### config.mk
export PLATFORM = sky130hd
export DESIGN_NAME = ascii_integer_parser_unit_flat
export DESIGN_NICKNAME = d
export VERILOG_FILES = /design/src/hw/rtl/aip_pkg.sv /design/src/hw/rtl/aip_ifs.sv /design/src/hw/rtl/aip_cfg.sv /design/src/hw/rtl/aip_step.sv /design/src/hw/rtl/ascii_integer_parser_unit.sv /design/src/flat_wrapper.sv
export SDC_FILE = /design/constraint.sdc
export NUM_CORES = 1
export LEC_CHECK = 0
export BUFFER_PORTS_ARGS = -buffer_cell sky130_fd_sc_hd__clkbuf_2
export CAP_MARGIN = 20
export CORE_MARGIN = 10
export CORE_UTILIZATION = 59
export CTS_BUF_LIST = sky130_fd_sc_hd__clkbuf_2 sky130_fd_sc_hd__clkbuf_4 sky130_fd_sc_hd__clkbuf_8
export DETAILED_ROUTE_END_ITERATION = 6
export GPL_TIMING_DRIVEN = 0
export PLACE_DENSITY = 0.82
export REMOVE_ABC_BUFFERS = 1
export SLEW_MARGIN = 30
export SYNTH_ARGS = -nofsm -noshare
export SYNTH_HDL_FRONTEND = slang
export SYNTH_HIERARCHICAL = 1
export SYNTH_SLANG_ARGS = --single-unit
### constraint.sdc
create_clock -name clk -period 8.4 [get_ports clk]
set_clock_uncertainty 0.05 [all_clocks]
set_input_delay 0.84 -clock clk [delete_from_list [all_inputs] [get_ports clk]]
set_output_delay 0.84 -clock clk [all_outputs]
set_load 0.01 [all_outputs]
### src/hw/rtl/aip_pkg.sv
package aip_pkg;

    localparam int CH_W       = 8;
    localparam int VAL_W      = 64;
    localparam int POS_W      = 13;
    localparam int DIGIT_W    = 5;
    localparam int CFG_IDX_W  = 2;
    localparam int CFG_DATA_W = 2;
    localparam int MAX_LEN    = 4096;
    localparam int POS_LIMIT  = (MAX_LEN < 8191) ? MAX_LEN : 8191;
    localparam logic [POS_W-1:0] POS_CAP = POS_W'(POS_LIMIT);

    typedef enum logic [1:0] {
        RADIX_DEC = 2'd0,
        RADIX_BIN = 2'd1,
        RADIX_OCT = 2'd2,
        RADIX_HEX = 2'd3
    } radix_t;

    typedef enum logic [1:0] {
        WIDTH_8  = 2'd0,
        WIDTH_16 = 2'd1,
        WIDTH_32 = 2'd2,
        WIDTH_64 = 2'd3
    } vwidth_t;

    typedef enum logic [1:0] {
        PH_BLANK = 2'd0,
        PH_BODY  = 2'd1,
        PH_DONE  = 2'd2
    } phase_t;

    typedef enum logic [CFG_IDX_W-1:0] {
        REG_RADIX  = 2'd0,
        REG_WIDTH  = 2'd1,
        REG_SIGNED = 2'd2
    } reg_idx_t;

    localparam logic [CH_W-1:0] CH_SPACE = 8'h20;
    localparam logic [CH_W-1:0] CH_TAB   = 8'h09;
    localparam logic [CH_W-1:0] CH_PLUS  = 8'h2B;
    localparam logic [CH_W-1:0] CH_MINUS = 8'h2D;
    localparam logic [CH_W-1:0] CH_0     = 8'h30;
    localparam logic [CH_W-1:0] CH_9     = 8'h39;
    localparam logic [CH_W-1:0] CH_LA    = 8'h61;
    localparam logic [CH_W-1:0] CH_LF    = 8'h66;
    localparam logic [CH_W-1:0] CH_UA    = 8'h41;
    localparam logic [CH_W-1:0] CH_UF    = 8'h46;

    localparam logic [DIGIT_W-1:0] DIGIT_NONE = 5'd16;

    typedef struct packed {
        radix_t  radix;
        vwidth_t width;
        logic    is_signed;
    } cfg_t;

    typedef struct packed {
        phase_t            phase;
        logic [VAL_W-1:0]  acc;
        logic              neg;
        logic              have_digit;
        logic [POS_W-1:0]  pos;
    } parse_state_t;

    typedef struct packed {
        logic             ok;
        logic [VAL_W-1:0] value;
        logic [POS_W-1:0] consumed;
    } result_t;

    localparam parse_state_t PARSE_CLEAR = '{
        phase:      PH_BLANK,
        acc:        '0,
        neg:        1'b0,
        have_digit: 1'b0,
        pos:        '0
    };

    function automatic logic [DIGIT_W-1:0] base_of(input radix_t radix);
        logic [DIGIT_W-1:0] b;
        case (radix)
            RADIX_BIN: b = 5'd2;
            RADIX_OCT: b = 5'd8;
            RADIX_HEX: b = 5'd16;
            default:   b = 5'd10;
        endcase
        return b;
    endfunction

    function automatic logic [DIGIT_W-1:0] digit_of(input logic [CH_W-1:0] c,
                                                    input radix_t radix);
        logic [DIGIT_W-1:0] d;
        d = DIGIT_NONE;
        if (c >= CH_0 && c <= CH_9)
        begin
            d = DIGIT_W'(c - CH_0);
        end
        else if (radix == RADIX_HEX && c >= CH_LA && c <= CH_LF)
        begin
            d = DIGIT_W'(c - CH_LA) + 5'd10;
        end
        else if (radix == RADIX_HEX && c >= CH_UA && c <= CH_UF)
        begin
            d = DIGIT_W'(c - CH_UA) + 5'd10;
        end
        return (d < base_of(radix)) ? d : DIGIT_NONE;
    endfunction

    function automatic logic [VAL_W-1:0] width_mask(input vwidth_t w);
        logic [VAL_W-1:0] m;
        case (w)
            WIDTH_8:  m = 64'h0000_0000_0000_00FF;
            WIDTH_16: m = 64'h0000_0000_0000_FFFF;
            WIDTH_32: m = 64'h0000_0000_FFFF_FFFF;
            default:  m = '1;
        endcase
        return m;
    endfunction

endpackage

### src/hw/rtl/aip_ifs.sv
interface aip_in_if;
    logic                     valid;
    logic                     ready;
    logic [aip_pkg::CH_W-1:0] ch;
    logic                     first;
    logic                     last;

    modport source (output valid, output ch, output first, output last, input ready);
    modport sink   (input valid, input ch, input first, input last, output ready);
endinterface

interface aip_out_if;
    logic                      valid;
    logic                      ready;
    logic                      ok;
    logic [aip_pkg::VAL_W-1:0] value;
    logic [aip_pkg::POS_W-1:0] consumed;

    modport source (output valid, output ok, output value, output consumed, input ready);
    modport sink   (input valid, input ok, input value, input consumed, output ready);
endinterface

interface aip_cfg_if;
    logic                           valid;
    logic                           ready;
    logic [aip_pkg::CFG_IDX_W-1:0]  index;
    logic [aip_pkg::CFG_DATA_W-1:0] data;

    modport source (output valid, output index, output data, input ready);
    modport sink   (input valid, input index, input data, output ready);
endinterface

### src/hw/rtl/aip_cfg.sv
module aip_cfg (
    input  logic          clk,
    input  logic          rst_n,
    aip_cfg_if.sink       cfg,
    output aip_pkg::cfg_t cfg_q
);

    aip_pkg::radix_t  radix_reg;
    aip_pkg::vwidth_t width_reg;
    logic             signed_reg;

    assign cfg.ready = 1'b1;

    always_ff @(posedge clk or negedge rst_n)
    begin
        if (!rst_n)
        begin
            radix_reg  <= aip_pkg::RADIX_DEC;
            width_reg  <= aip_pkg::WIDTH_32;
            signed_reg <= 1'b1;
        end
        else if (cfg.valid)
        begin
            unique case (aip_pkg::reg_idx_t'(cfg.index))
                aip_pkg::REG_RADIX:  radix_reg  <= aip_pkg::radix_t'(cfg.data);
                aip_pkg::REG_WIDTH:  width_reg  <= aip_pkg::vwidth_t'(cfg.data);
                aip_pkg::REG_SIGNED: signed_reg <= cfg.data[0];
                default: ;
            endcase
        end
    end

    assign cfg_q = '{radix: radix_reg, width: width_reg, is_signed: signed_reg};

endmodule

### src/hw/rtl/aip_step.sv
module aip_step (
    input  aip_pkg::parse_state_t     cur,
    input  aip_pkg::cfg_t             cfg_q,
    input  logic [aip_pkg::CH_W-1:0]  ch,
    input  logic                      first,
    input  logic                      last,
    output aip_pkg::parse_state_t     nxt,
    output logic                      emit,
    output aip_pkg::result_t          res
);

    aip_pkg::parse_state_t         s;
    logic [aip_pkg::DIGIT_W-1:0]   d;
    logic [aip_pkg::VAL_W-1:0]     mask;
    logic [aip_pkg::VAL_W-1:0]     scaled;
    logic [aip_pkg::VAL_W-1:0]     acc_new;
    logic [aip_pkg::POS_W-1:0]     pos_inc;
    logic [aip_pkg::VAL_W-1:0]     mag;
    logic [aip_pkg::VAL_W-1:0]     val;

    always_comb
    begin
        s    = first ? aip_pkg::PARSE_CLEAR : cur;
        d    = aip_pkg::digit_of(ch, cfg_q.radix);
        mask = aip_pkg::width_mask(cfg_q.width);

        case (cfg_q.radix)
            aip_pkg::RADIX_BIN: scaled = s.acc << 1;
            aip_pkg::RADIX_OCT: scaled = s.acc << 3;
            aip_pkg::RADIX_HEX: scaled = s.acc << 4;
            default:            scaled = (s.acc << 3) + (s.acc << 1);
        endcase
        acc_new = (scaled + aip_pkg::VAL_W'(d[3:0])) & mask;
        pos_inc = (s.pos < aip_pkg::POS_CAP) ? s.pos + 1'b1 : s.pos;

        nxt  = s;
        emit = 1'b0;
        unique case (s.phase) inside
            aip_pkg::PH_BLANK, aip_pkg::PH_BODY:
            begin
                if (s.phase == aip_pkg::PH_BLANK &&
                    (ch == aip_pkg::CH_SPACE || ch == aip_pkg::CH_TAB))
                begin
                    nxt.pos = pos_inc;
                    emit    = last;
                end
                else if (s.phase == aip_pkg::PH_BLANK &&
                         (ch == aip_pkg::CH_PLUS || ch == aip_pkg::CH_MINUS))
                begin
                    if (ch == aip_pkg::CH_MINUS && !cfg_q.is_signed)
                    begin
                        nxt.have_digit = 1'b0;
                        emit           = 1'b1;
                    end
                    else
                    begin
                        nxt.neg   = (ch == aip_pkg::CH_MINUS);
                        nxt.pos   = pos_inc;
                        nxt.phase = aip_pkg::PH_BODY;
                        emit      = last;
                    end
                end
                else
                begin
                    nxt.phase = aip_pkg::PH_BODY;
                    if (d == aip_pkg::DIGIT_NONE)
                    begin
                        emit = 1'b1;
                    end
                    else
                    begin
                        nxt.acc        = acc_new;
                        nxt.have_digit = 1'b1;
                        nxt.pos        = pos_inc;
                        emit           = last;
                    end
                end
            end
            default: ;
        endcase
        if (emit)
        begin
            nxt.phase = aip_pkg::PH_DONE;
        end

        mag = nxt.acc & mask;
        val = nxt.neg ? ((~mag + 1'b1) & mask) : mag;
        res.ok       = nxt.have_digit;
        res.value    = nxt.have_digit ? val : '0;
        res.consumed = nxt.have_digit ? nxt.pos : '0;
    end

endmodule

### src/hw/rtl/ascii_integer_parser_unit.sv
// ASCII integer parser.
// chars: one character per transaction with first/last string marks.
// results: one transaction per string (ok, value, consumed), issued at the
//   first non-digit, a rejected minus, or the last character.
// cfg: register writes (index 0 radix, 1 width, 2 signed mode); always ready,
//   write only while the parser is idle.
// Timing: a character is registered on acceptance, processed once the result
//   register is empty or being read, and its result is then registered.
// Throughput: one character per cycle while the result side does not stall,
//   using a combinational shift-and-add of the accumulator by the radix.
// Stall: the result register holds while results.ready is low; one more
//   character waits in the input register, then chars.ready drops.
// Reset: radix decimal, 32-bit width, signed mode; parser waits in blank
//   skipping with accumulator and position cleared, no result pending.
module ascii_integer_parser_unit (
    input  logic      clk,
    input  logic      rst_n,
    aip_in_if.sink    chars,
    aip_out_if.source results,
    aip_cfg_if.sink   cfg
);

    aip_pkg::cfg_t             cfg_q;
    aip_pkg::parse_state_t     state_reg;
    aip_pkg::parse_state_t     state_next;
    aip_pkg::result_t          res_next;
    aip_pkg::result_t          res_reg;
    logic                      emit;
    logic                      in_vld_reg;
    logic [aip_pkg::CH_W-1:0]  ch_reg;
    logic                      first_reg;
    logic                      last_reg;
    logic                      out_vld_reg;
    logic                      advance;

    aip_cfg u_cfg (
        .clk   (clk),
        .rst_n (rst_n),
        .cfg   (cfg),
        .cfg_q (cfg_q)
    );

    aip_step u_step (
        .cur   (state_reg),
        .cfg_q (cfg_q),
        .ch    (ch_reg),
        .first (first_reg),
        .last  (last_reg),
        .nxt   (state_next),
        .emit  (emit),
        .res   (res_next)
    );

    assign advance     = in_vld_reg && (!out_vld_reg || results.ready);
    assign chars.ready = !in_vld_reg || advance;

    always_ff @(posedge clk or negedge rst_n)
    begin
        if (!rst_n)
        begin
            in_vld_reg <= 1'b0;
        end
        else if (chars.ready)
        begin
            in_vld_reg <= chars.valid;
        end
    end

    always_ff @(posedge clk)
    begin
        if (chars.ready && chars.valid)
        begin
            ch_reg    <= chars.ch;
            first_reg <= chars.first;
            last_reg  <= chars.last;
        end
    end

    always_ff @(posedge clk or negedge rst_n)
    begin
        if (!rst_n)
        begin
            state_reg <= aip_pkg::PARSE_CLEAR;
        end
        else if (advance)
        begin
            state_reg <= state_next;
        end
    end

    always_ff @(posedge clk or negedge rst_n)
    begin
        if (!rst_n)
        begin
            out_vld_reg <= 1'b0;
        end
        else if (advance && emit)
        begin
            out_vld_reg <= 1'b1;
        end
        else if (results.ready)
        begin
            out_vld_reg <= 1'b0;
        end
    end

    always_ff @(posedge clk)
    begin
        if (advance && emit)
        begin
            res_reg <= res_next;
        end
    end

    assign results.valid    = out_vld_reg;
    assign results.ok       = res_reg.ok;
    assign results.value    = res_reg.value;
    assign results.consumed = res_reg.consumed;

endmodule

### src/flat_wrapper.sv
// flat-port wrapper written by rule: the top's interface ports become plain ports
module ascii_integer_parser_unit_flat 
  (clk, rst_n, chars_valid, chars_ch, chars_first, chars_last, chars_ready, results_valid, results_ok, results_value, results_consumed, results_ready, cfg_valid, cfg_index, cfg_data, cfg_ready);
  aip_in_if chars_i ();
  aip_out_if results_i ();
  aip_cfg_if cfg_i ();
  input  logic clk;
  input  logic rst_n;
  input wire logic [$bits(chars_i.valid)-1:0] chars_valid;
  input wire logic [$bits(chars_i.ch)-1:0] chars_ch;
  input wire logic [$bits(chars_i.first)-1:0] chars_first;
  input wire logic [$bits(chars_i.last)-1:0] chars_last;
  output wire logic [$bits(chars_i.ready)-1:0] chars_ready;
  output wire logic [$bits(results_i.valid)-1:0] results_valid;
  output wire logic [$bits(results_i.ok)-1:0] results_ok;
  output wire logic [$bits(results_i.value)-1:0] results_value;
  output wire logic [$bits(results_i.consumed)-1:0] results_consumed;
  input wire logic [$bits(results_i.ready)-1:0] results_ready;
  input wire logic [$bits(cfg_i.valid)-1:0] cfg_valid;
  input wire logic [$bits(cfg_i.index)-1:0] cfg_index;
  input wire logic [$bits(cfg_i.data)-1:0] cfg_data;
  output wire logic [$bits(cfg_i.ready)-1:0] cfg_ready;
  assign chars_i.valid = chars_valid;
  assign chars_i.ch = chars_ch;
  assign chars_i.first = chars_first;
  assign chars_i.last = chars_last;
  assign chars_ready = chars_i.ready;
  assign results_valid = results_i.valid;
  assign results_ok = results_i.ok;
  assign results_value = results_i.value;
  assign results_consumed = results_i.consumed;
  assign results_i.ready = results_ready;
  assign cfg_i.valid = cfg_valid;
  assign cfg_i.index = cfg_index;
  assign cfg_i.data = cfg_data;
  assign cfg_ready = cfg_i.ready;
  ascii_integer_parser_unit u_core (.clk(clk), .rst_n(rst_n), .chars(chars_i), .results(results_i), .cfg(cfg_i));
endmodule
; ---- After elaboration in Yosys (flattened, before gate mapping)
; Index checks and enable logic that the tools add are counted.
[word_totals]
input_bits = 19
ff_bits = 176
output_inout_bits = 81
wordCells = 107
[op_classes]
mux = 31
reduce_logical = 26
n_addsub = 9
n_lt_le_gt_ge = 8
eq_ne = 13
bitwise_logic = 4
[ops]
columns = operator, n
row1 = case mux 64 bit (3 select lines), 2
row2 = AND 64 bit, 3
row3 = two-way mux 64 bit, 3
row4 = two-way mux 81 bit, 2
row5 = two-way mux 68 bit, 1
row6 = "adder 64 x 1 -> 64 bit, second input constant", 1
row7 = adder 64 x 4 -> 64 bit, 1
row8 = adder 64 bit, 1
row9 = NOT 64 bit, 1
row10 = two-way mux 13 bit, 3
row11 = two-way mux 14 bit, 2
row12 = "equality test 8 x 6 -> 1 bit, second input constant", 3
row13 = two-way mux 5 bit, 4
row14 = ">= comparator 8 x 7 -> 1 bit, second input constant", 2
row15 = "<= comparator 8 x 7 -> 1 bit, second input constant", 2
row16 = case mux 5 bit (3 select lines), 1
row17 = "adder 13 x 1 -> 13 bit, second input constant", 1
row18 = "< comparator 13 bit, second input constant", 1
row19 = logical AND 1 bit, 11
row20 = "adder 5 x 4 -> 5 bit, second input constant", 2
row21 = two-way mux 1 bit, 10
row22 = "subtractor 5 x 1 -> 5 bit, second input constant", 2
row23 = "equality test 2 x 1 -> 1 bit, second input constant", 4
row24 = "equality test 2 bit, second input constant", 4
row25 = other kinds (13), 24

; ---- Longest topological paths before layout
; Gate-level depths: netlist (run 1).
[depth]
word_depth = 19
ltp_mapped = 39

; ---- Hierarchy
; The synthesis (run 1) kept the hierarchy.
[modules_own_cells]
columns = mod, area_per_inst_um2, instances, cells_per_inst, seq_area_each_um2
row1 = aip_step, 13211.4, 1, 2169, 0.0
row2 = ascii_integer_parser_unit, 5820.6, 1, 269, 4719.5
row3 = aip_cfg, 230.2, 1, 16, 127.6

; ---- Worst setup path before layout (run 1)
; OpenSTA, ideal clock, no wires.
[synth_path]
kind = flip-flop to flip-flop
startpoint = register u_core.u_cfg.radix_reg[0]
endpoint = register u_core.res_reg (netlist bit u_core/results.consumed[0]), enable pin
n_path_buf = 14
required_ps = 7835
slack_ps = 347
stages_incl_launch_ff = 24
arrival_ps = 7488
path_cell_list = dfrtp_1 buf_6 buf_6 buf_6 buf_6 buf_6 buf_2 buf_2 buf_2 clkbuf_1 buf_2 clkbuf_1 buf_1 clkbuf_1 ha_1 a211oi_1 nor2b_1 a221oi_1 or2_1 clkbuf_1 a31oi_1 nor2_1 nand2_1 nor2_1
[synth_between]
elab_chain_cells = 14
word_cells_on_any_way = 19
[synth_rtl]
columns = element, line
row1 = "start, declared", aip_cfg.sv:8  ; aip_pkg::radix_t radix_reg;
row2 = "start signal, assigned", aip_cfg.sv:18  ; radix_reg <= aip_pkg::RADIX_DEC;
row3 = "start signal, assigned", aip_cfg.sv:25  ; aip_pkg::REG_RADIX: radix_reg <= aip_pkg::radix_t'(cfg.data);
row4 = equality test 2 bit, "aip_pkg.sv:82, aip_pkg.sv:99, aip_pkg.sv:103"
row5 = logical AND 1 bit (2 in series), aip_pkg.sv:103  ; else if (radix == RADIX_HEX && c >= CH_UA && c <= CH_UF)
row6 = two-way mux 5 bit, aip_pkg.sv:103
row7 = two-way mux 5 bit, aip_pkg.sv:99  ; else if (radix == RADIX_HEX && c >= CH_LA && c <= CH_LF)
row8 = two-way mux 5 bit, aip_pkg.sv:95  ; if (c >= CH_0 && c <= CH_9)
row9 = < comparator 5 bit, aip_pkg.sv:107  ; return (d < base_of(radix)) ? d : DIGIT_NONE;
row10 = two-way mux 5 bit (*), aip_pkg.sv:107
row11 = equality test 5 bit (*), aip_step.sv:66  ; if (d == aip_pkg::DIGIT_NONE)
row12 = two-way mux 1 bit (*), aip_step.sv:66
row13 = two-way mux 1 bit (*), aip_step.sv:47  ; else if (s.phase == aip_pkg::PH_BLANK &&
row14 = two-way mux 1 bit (*), aip_step.sv:41  ; if (s.phase == aip_pkg::PH_BLANK &&
row15 = two-way mux 1 bit (*), aip_step.sv:38  ; unique case (s.phase) inside
row16 = named net u_core.emit, ascii_integer_parser_unit.sv:28  ; logic emit;
row17 = logical AND 1 bit (*), ascii_integer_parser_unit.sv:109  ; if (advance && emit)
row18 = "end signal, assigned", ascii_integer_parser_unit.sv:111  ; res_reg <= res_next;
row19 = "end, declared", ascii_integer_parser_unit.sv:27  ; aip_pkg::result_t res_reg;
; Mark *: on every way through the listed nets, which the timed path passes. The rest lies on a longest branch.
; A chain may end at the register's enable or synchronous reset.

; ---- Worst setup path after layout (run 1)
[layout_path]
startpoint = register u_core/ch_reg[0] (netlist bit)
endpoint = register u_core.res_reg (netlist bit u_core/results.value[54]), data pin
[layout_between]
elab_chain_cells = 19
word_cells_on_any_way = 47
[layout_rtl]
columns = element, line
row1 = "start, declared", ascii_integer_parser_unit.sv:30  ; logic [aip_pkg::CH_W-1:0] ch_reg;
row2 = "start signal, assigned", ascii_integer_parser_unit.sv:73  ; ch_reg <= chars.ch;
row3 = "parallel branches: the longest is 12 deep, another holds adder 64 x 4 -> 64 bit", n/a
row4 = two-way mux 68 bit (*), aip_step.sv:41
row5 = two-way mux 81 bit (*), aip_step.sv:38
row6 = AND 64 bit, aip_step.sv:86  ; mag = nxt.acc & mask;
row7 = NOT 64 bit, aip_step.sv:87  ; val = nxt.neg ? ((~mag + 1'b1) & mask) : mag;
row8 = adder 64 x 1 -> 64 bit, aip_step.sv:87
row9 = AND 64 bit, aip_step.sv:87
row10 = two-way mux 64 bit, aip_step.sv:87
; Mark *: on every way between the ends.

==> summary.txt, run 1 <==
STA
  • Final number of max-transition violations: 0
  • F_max: 123 MHz
  • Endpoints failing hold: 0
  • Least-Margin Pin Slew: 1020 ps
  • Relative slew slack: 31.6%
  • Post-route setup TNS: 0 ps
  • Finish-stage setup viols: 0
  • Crit share post-route: 97.1%
  • Unrepaired setup endpoints after global routing: yes
  • Final worst path period need: 8160 ps

Clock tree
  • Clock insertion delay at the later pin of the skew report: 490 ps
  • TritonCTS clock tree: yes
  • Clock slew at reported path FFs: 120 ps
  • Clock H-tree levels: 4
  • Maximum buffer depth of the clock tree: 2
  • Clock Tree Root: sky130_fd_sc_hd__clkbuf_8
  • Clk sinks: 176
  • TritonCTS Buffers: 17

Drt
  • Vias post-DR: 20400
  • Number of optimization iterations in the first detailed-route pass: 6
  • Total length of routed wires: 69800 um
  • Drt drc: 0
  • First-iteration detailed-routing DRC count: 2737
  • Number of nets still failing antenna checks after routing: 0
  • Wirelength per Cell: 24.0 um
  • Routed vias/inst: 7.02

Yosys
  • Synth Area in Compound Gates: 27.3%
  • Main combinational cell family by area after synthesis: compound AO/OA/AOI/OAI gates
  • Fraction of synthesized area in multiplexers: 7.68%
  • Simple-gate share of the synthesized area: 24.6%
  • Cell types with the largest area share after synthesis: sky130_fd_sc_hd__edfxtp_1, sky130_fd_sc_hd__dfrtp_1, sky130_fd_sc_hd__a21oi_1
  • Yosys warnings: 6
  • Yosys reg bits: 176
  • Area share of the largest cell type after synthesis: 13.7%
  • Library cell with the largest summed area after synthesis: sky130_fd_sc_hd__edfxtp_1
  • Asr flop ratio synth: 50.0%
  • Most repeated cell in the gate-level netlist after synthesis: sky130_fd_sc_hd__a21oi_1
  • Area share of xor/xnor cells in the synthesized design: 4.46%
  • Sequential fraction of the synthesis area: 25.2%
  • Post-synthesis instance total: 2454
  • Cell Area, Synth: 19300 um^2
  • Average cell area after synthesis: 7.85 um^2
  • Number of enable-type register cells in the synthesized netlist: 88
  • Post-Synth Adder-Cell Area: 4.82%
  • Primary flip-flop cell chosen by synthesis mapping: sky130_fd_sc_hd__edfxtp_1
  • Cell types with the highest counts after synthesis: sky130_fd_sc_hd__a21oi_1, sky130_fd_sc_hd__nand2_1, sky130_fd_sc_hd__nor2_1
  • Number of distinct library cell variants in the gate-level netlist after synthesis: 114

Die
  • Initial standard-cell utilization of the core: 59.5%
  • Core footprint: 32400 um^2
  • Number of top-level pins: 100
  • Number of rows created at floorplan: 66
  • DIE WIDTH: 201 um
  • DIE AREA: 40300 um^2
  • Vertical die dimension: 201 um

Finish
  • Final net count: 2543
  • Max FFs per register: 81
  • Fraction of final layout cells sized beyond drive strength 1: 14.9%
  • Fin cells: 2906
  • Relative area change from synthesis to final layout: 8.07%
  • Antenna diodes: 0

Worst setup path
  • Cell type group with the largest total delay on the critical path: simple AND/OR/NAND/NOR gates
  • Peak per-stage delay on the critical path: 520 ps
  • Cell type of the slowest stage on the worst timing path: sky130_fd_sc_hd__edfxtp_1
  • Critical Setup Path Class: reg -> reg
  • CP max FO: 8
  • Endpoint type of the worst setup path: register
  • Worst EP arrival: 8310 ps
  • Count of buffering cells on the critical path with inverters included: 3
  • Startpoint of the lowest-slack register-to-register path: u_core/ch_reg[0]$_DFFE_PP_
  • Worst setup path start: u_core/ch_reg[0]$_DFFE_PP_
  • Reg2reg setup slack: 240 ps
  • Most common cell type on the critical path: sky130_fd_sc_hd__inv_1
  • CP Launch Type: register
  • Worst Path Required: 8550 ps

Power
  • Pwr/cell area: 116 nW/um^2
  • Worst vdd rail ir drop: 111 uV
  • Reported leakage power: 8.29 nW

GRT
  • Pin count of the biggest net entering global routing: 82
  • Grt total ovfl: 0
  • Number of antenna violations at the first check in global routing: 0
  • Via count of the first global-routing pass: 18900
  • Aggregate global-route resource usage: 32.7%
  • Global-route wire length before repair: 107000 um

Placement
  • Port-buffer cells: 98
  • Hpwl dp: 52800 um
  • Final weighted congestion in routability-driven placement: 1.03
  • Inst Count DP: 2863

Job
  • Max-capacitance violation count: 0

Hold path
  • Hold Crit Class: in -> async

Run status
  • Status: finished, final reports clean
[final timing paths]
| kind | end | depth (start not counted) |
|---|---|---|
| min in group clk | u_core/state_reg[47]$_DFFE_PN0P_ | 1 |
| max | u_core/results.value[54]$_DFFE_PP_ | 27 |
| max reg2reg | u_core/results.value[54]$_DFFE_PP_ | 27 |
| min reg2reg | u_core/state_reg[47]$_DFFE_PN0P_ | 1 |
| max in group asynchronous | u_core/u_cfg/signed_reg$_DFFE_PN1P_ | 2 |
| min | u_core/state_reg[5]$_DFFE_PN0P_ | 1 |
[report_power, final]
| group | leakage (nW) | switching, mW | internal, mW |
|---|---|---|---|
| Combinational | 6.04 | 0.533 | 0.273 |
| Clock | 0.197 | 0.391 | 0.227 |
| Sequential | 2.05 | 0.0524 | 0.945 |
| Total | 8.29 | 0.977 | 1.44 |
[layout by cell type (no fill, tap or decap), types with 59 or more instances in the layout]
cell / Yosys / final
sky130_fd_sc_hd__a21oi_1: 244 / 243
sky130_fd_sc_hd__clkbuf_2: 0 / 97
sky130_fd_sc_hd__dfrtp_1: 86 / 84
sky130_fd_sc_hd__edfxtp_1: 88 / 88
sky130_fd_sc_hd__ha_1: 71 / 71
sky130_fd_sc_hd__inv_1: 102 / 101
sky130_fd_sc_hd__mux2_2: 82 / 82
sky130_fd_sc_hd__nand2_1: 231 / 229
sky130_fd_sc_hd__nand3_1: 66 / 65
sky130_fd_sc_hd__nor2_1: 206 / 201
sky130_fd_sc_hd__nor3_1: 64 / 59
sky130_fd_sc_hd__o21ai_0: 135 / 134
[kinds of logic (layout without fill, tap and decap cells)]
kind of cell | count (synthesis) | count (layout)
DFF | 176 | 176
and+or+nand+nor | 915 | 916
muxes | 132 | 132
AOI/OAI and AO/OA | 797 | 797
xor gates and xnor gates | 98 | 98
buffers and inverters | 262 | 271
other | 1 | 1
adders and majority gates | 73 | 73
[cell type report]
cell class / count / area (um^2)
inverters: 107 / 407
repair buffers: 132 / 1050
flip-flops and latches: 176 / 4850
well taps: 442 / 553
clock inverters: 15 / 169
fillers: 2838 / 11600
multi-input cells: 2017 / 13500
clock buffers: 17 / 234
[stage by stage]
step	hold slack (ps)	total power, mW	utilization, %	area [um^2]	worst slack [ps]
2_1_floorplan	430	1.48	-	18500	-2150
3_3_place_gp	439	1.71	60.4	19500	-8840
3_5_place_dp	447	1.76	62.0	20100	-857
4_1_cts	234	2.37	63.5	20600	33.6
5_1_grt	237	2.51	64.3	20800	-42.2
6_report	228	2.42	64.3	20800	242
[worst register-to-register path, stage by stage, from the launching register on]
cell and delay [ps]:
sky130_fd_sc_hd__edfxtp_1 520, sky130_fd_sc_hd__inv_1 170, sky130_fd_sc_hd__ha_1 200, sky130_fd_sc_hd__or3b_2 470, sky130_fd_sc_hd__and4_1 270, sky130_fd_sc_hd__a21oi_1 220
sky130_fd_sc_hd__inv_1 80, sky130_fd_sc_hd__ha_1 230, sky130_fd_sc_hd__a211oi_2 250, sky130_fd_sc_hd__nor2b_1 200, sky130_fd_sc_hd__a221oi_2 140, sky130_fd_sc_hd__or2_2 380
sky130_fd_sc_hd__fa_1 470, sky130_fd_sc_hd__inv_1 70, sky130_fd_sc_hd__a21o_1 130, sky130_fd_sc_hd__o21ai_1 120, sky130_fd_sc_hd__or3_1 440, sky130_fd_sc_hd__or4_1 510
sky130_fd_sc_hd__nand3_1 120, sky130_fd_sc_hd__a221oi_1 160, sky130_fd_sc_hd__nor4b_4 460, sky130_fd_sc_hd__nand4b_1 270, sky130_fd_sc_hd__o21ai_1 310, sky130_fd_sc_hd__a31oi_1 280
sky130_fd_sc_hd__a31oi_1 420, sky130_fd_sc_hd__o2111ai_1 380, sky130_fd_sc_hd__o31ai_1 390, sky130_fd_sc_hd__o41ai_2 170
[metal layers]
layer	track usage, %	vias to the layer above	part of all wire, %
met5	0	-	0
met4	18.2	0	5.8
met3	6.07	251	9.7
met2	52.2	1268	45
met1	41.1	9668	39
li1	-	9213	-
[timing repair]
item | in CTS | in global routing
hold endpoints to repair | 0 | 0
setup buffers | 1 | 9
endpoints found under the setup margin | 37 | 27
hold buffers | 0 | 0
pin swaps | 2 | 7
gates resized for setup | 8 | 27
gates cloned | 1 | 0
(Power assumes the default switching activity.)
==> run 2, diff against run 1 <==
--- a/config.mk
+++ b/config.mk
@@ -17,5 +17,4 @@
 export SLEW_MARGIN = 30
 export SYNTH_ARGS = -nofsm -noshare
 export SYNTH_HDL_FRONTEND = slang
-export SYNTH_HIERARCHICAL = 1
 export SYNTH_SLANG_ARGS = --single-unit
==> constraint.sdc (replaced) <==
create_clock -name clk -period 8.4 [get_ports clk]
set_clock_uncertainty 0.05 [all_clocks]
set_input_delay 0.84 -clock clk [delete_from_list [all_inputs] [get_ports clk]]
set_output_delay 0.84 -clock clk [all_outputs]
set_load 0.05 [all_outputs]
==> run 2 against run 1 <==
  * The flow now finishes with violations (DRC)
  * Wire length shrank 4.3%
  * Clock power grew 20%
  * Worst hold slack worse by 88 ps
  * Sequential power increased by 4%
  * Register-to-register slack better by 30 ps
==> summary.txt, run 2 <==
Run status
  • Status: finished with violations
  • Failing checks: DRC

Clock tree
  • Clock insertion delay at the later pin of the skew report: 510 ps
  • Clk sinks: 176
  • Clock Tree Root: sky130_fd_sc_hd__clkbuf_8
  • TritonCTS Buffers: 17
  • Clock slew at reported path FFs: 100 ps
  • Clock H-tree levels: 4
  • Hold buffer count at cts: 0
  • TritonCTS clock tree: yes
  • Maximum buffer depth of the clock tree: 2

Yosys
  • Sequential fraction of the synthesis area: 25.8%
  • Number of enable-type register cells in the synthesized netlist: 88
  • Yosys reg bits: 176
  • Yosys warnings: 0
  • Most repeated cell in the gate-level netlist after synthesis: sky130_fd_sc_hd__nand2_1
  • Primary flip-flop cell chosen by synthesis mapping: sky130_fd_sc_hd__edfxtp_1
  • Area share of the largest cell type after synthesis: 14.0%
  • Post-synthesis instance total: 2490
  • Asr flop ratio synth: 50.0%
  • Cell Area, Synth: 18800 um^2
  • Cell types with the highest counts after synthesis: sky130_fd_sc_hd__nand2_1, sky130_fd_sc_hd__a21oi_1, sky130_fd_sc_hd__nor2_1
  • Library cell with the largest summed area after synthesis: sky130_fd_sc_hd__edfxtp_1
  • Number of distinct library cell variants in the gate-level netlist after synthesis: 111
  • Cell types with the largest area share after synthesis: sky130_fd_sc_hd__edfxtp_1, sky130_fd_sc_hd__dfrtp_1, sky130_fd_sc_hd__a21oi_1
  • Average cell area after synthesis: 7.56 um^2

Finish
  • Most used cells in the layout excluding fill and tap cells: sky130_fd_sc_hd__nand2_1, sky130_fd_sc_hd__a21oi_1, sky130_fd_sc_hd__nor2_1
  • Relative area change from synthesis to final layout: 9.91%
  • Antenna diodes: 0
  • Final net count: 2588
  • Fraction of final layout cells sized beyond drive strength 1: 12.4%
  • Fin cells: 2911
  • Most common cell after layout, fill and taps aside: sky130_fd_sc_hd__nand2_1
  • Summed area of non-filler cells in the final layout: 20700 um^2
  • Max FFs per register: 81

Worst setup path
  • CP max FO: 22
  • Startpoint of the lowest-slack register-to-register path: u_core.first_reg$_DFFE_PP_
  • Worst EP arrival: 8300 ps
  • Endpoint type of the worst setup path: register
  • Critical Setup Path Class: reg -> reg
  • Worst Path Required: 8570 ps
  • CP Launch Type: register
  • Worst setup path start: u_core.first_reg$_DFFE_PP_

Placement
  • Hpwl dp: 50000 um
  • Port-buffer cells: 98
  • Standard cell area after detailed placement: 19800 um^2
  • Final weighted congestion in routability-driven placement: 0.975
  • Inst Count DP: 2856

Die
  • DIE AREA: 39400 um^2
  • DIE WIDTH: 199 um
  • Core footprint: 31500 um^2
  • Initial standard-cell utilization of the core: 59.8%
  • Vertical die dimension: 199 um
  • Number of rows created at floorplan: 65
  • Number of top-level pins: 100

STA
  • Relative slew slack: 34.6%
  • Least-Margin Pin Slew: 975 ps
  • Crit share post-route: 96.8%
  • Final worst path period need: 8130 ps
  • Post-route setup TNS: 0 ps
  • F_max: 123 MHz
  • Endpoints failing hold: 0
  • Final number of max-transition violations: 0
  • Finish-stage setup viols: 0

GRT
  • Number of antenna violations at the first check in global routing: 1
  • Pin count of the biggest net entering global routing: 71
  • Global-route wire length before repair: 103000 um
  • Aggregate global-route resource usage: 32.8%
  • Grt total ovfl: 0
  • Via count of the first global-routing pass: 18400

Power
  • Pwr/cell area: 134 nW/um^2
  • Worst vdd rail ir drop: 143 uV
  • Reported leakage power: 8.04 nW

Job
  • Max-capacitance violation count: 0

Hold path
  • Hold Crit Class: in -> async

Drt
  • Drt drc: 9
  • Vias post-DR: 20300
  • Wirelength per Cell: 23.0 um
  • Total length of routed wires: 66800 um
  • Number of optimization iterations in the first detailed-route pass: 7
  • First-iteration detailed-routing DRC count: 2832
  • Number of nets still failing antenna checks after routing: 0
  • Routed vias/inst: 6.98
## run 2: cell count changes after synthesis, sizes merged, moves of 24 or more
cell / change
nand2: +85
mux2: -80
inv: -57
o21ai: +26
nor2: +24
## run 2: cell type report
class,count,area [um^2]
multi-input cells,2103,13400
fillers,2700,10800
flip-flops and latches,176,4850
repair buffers,148,1220
well taps,402,503
clock buffers,20,263
clock inverters,12,228
inverters,50,189
## run 2: report_power, final
part	internal, mW	switching, mW
logic	0.306	0.692
registers	0.970	0.0668
clock network	0.401	0.342
total	1.68	1.10
## run 2: metrics by stage
step | setup WS, ps | utilization [%] | total power, mW | hold slack [ps]
final | 268 | 65.7 | 2.78 | 139
after detailed placement | -1180 | 62.8 | 1.98 | 414
after global placement | -6490 | 60.8 | 1.92 | 406
after floorplan | -1450 | - | 1.66 | 392
after CTS | 8.72 | 64.9 | 2.72 | 137
after global routing | -33.1 | 65.7 | 2.87 | 141
## run 2: path summary, 6_finish.rpt
kind | end | slack (ps) | cells past startpoint
worst min register to register | u_core.state_reg[76]$_DFFE_PN0P_ | 430 | 2
worst max-delay path | u_core.results.value[60]$_SDFFCE_PN0P_ | 270 | 23
worst min-delay path | u_core.state_reg[22]$_DFFE_PN0P_ | 140 | 1
min in group clk | u_core.state_reg[76]$_DFFE_PN0P_ | 430 | 2
worst max register to register | u_core.results.value[60]$_SDFFCE_PN0P_ | 270 | 23
max in group asynchronous | u_core.u_cfg.width_reg[1]$_DFFE_PN1P_ | 7440 | 2
## run 2: what timing repair did
action,in CTS,in global routing
cloned,1,0
pin swaps,3,11
endpoints found under the setup margin,42,32
setup buffers,7,15
resized for setup,17,18
## run 2: cell families after synthesis
group	Yosys count	synth area share, %
flops	176	25.8
other cells	1	0.0199
simple gates	1063	28.8
buf+inv	212	4.50
xor+xnor	89	4.14
fa+ha+maj	73	4.93
compound gates	811	28.3
mux	65	3.57
## run 2: metal layers
layer  GRT usage [%]  routed length (um)
met5               0                  12
met4            10.5                2080
met3            6.66                8390
met2            48.6               28300
met1            46.6               28100
## run 2: worst max-delay path, cell delays in order (launching register included)
cell,delay (ps)
sky130_fd_sc_hd__edfxtp_1,410
sky130_fd_sc_hd__buf_6,230
sky130_fd_sc_hd__buf_6,220
sky130_fd_sc_hd__buf_8,190
sky130_fd_sc_hd__clkinv_2,390
sky130_fd_sc_hd__nand2_1,350
sky130_fd_sc_hd__inv_1,70
sky130_fd_sc_hd__ha_1,270
sky130_fd_sc_hd__a211o_1,400
sky130_fd_sc_hd__a211oi_1,480
sky130_fd_sc_hd__o21ai_0,320
sky130_fd_sc_hd__mux2i_1,400
sky130_fd_sc_hd__nor2_1,170
sky130_fd_sc_hd__a2111oi_4,540
sky130_fd_sc_hd__nand4_2,370
sky130_fd_sc_hd__nor4_4,440
sky130_fd_sc_hd__and2_1,210
sky130_fd_sc_hd__a31oi_1,110
sky130_fd_sc_hd__a211oi_2,520
sky130_fd_sc_hd__or4bb_1,680
sky130_fd_sc_hd__or3_1,450
sky130_fd_sc_hd__nor4_2,310
sky130_fd_sc_hd__o21a_1,170
sky130_fd_sc_hd__nor3_1,60
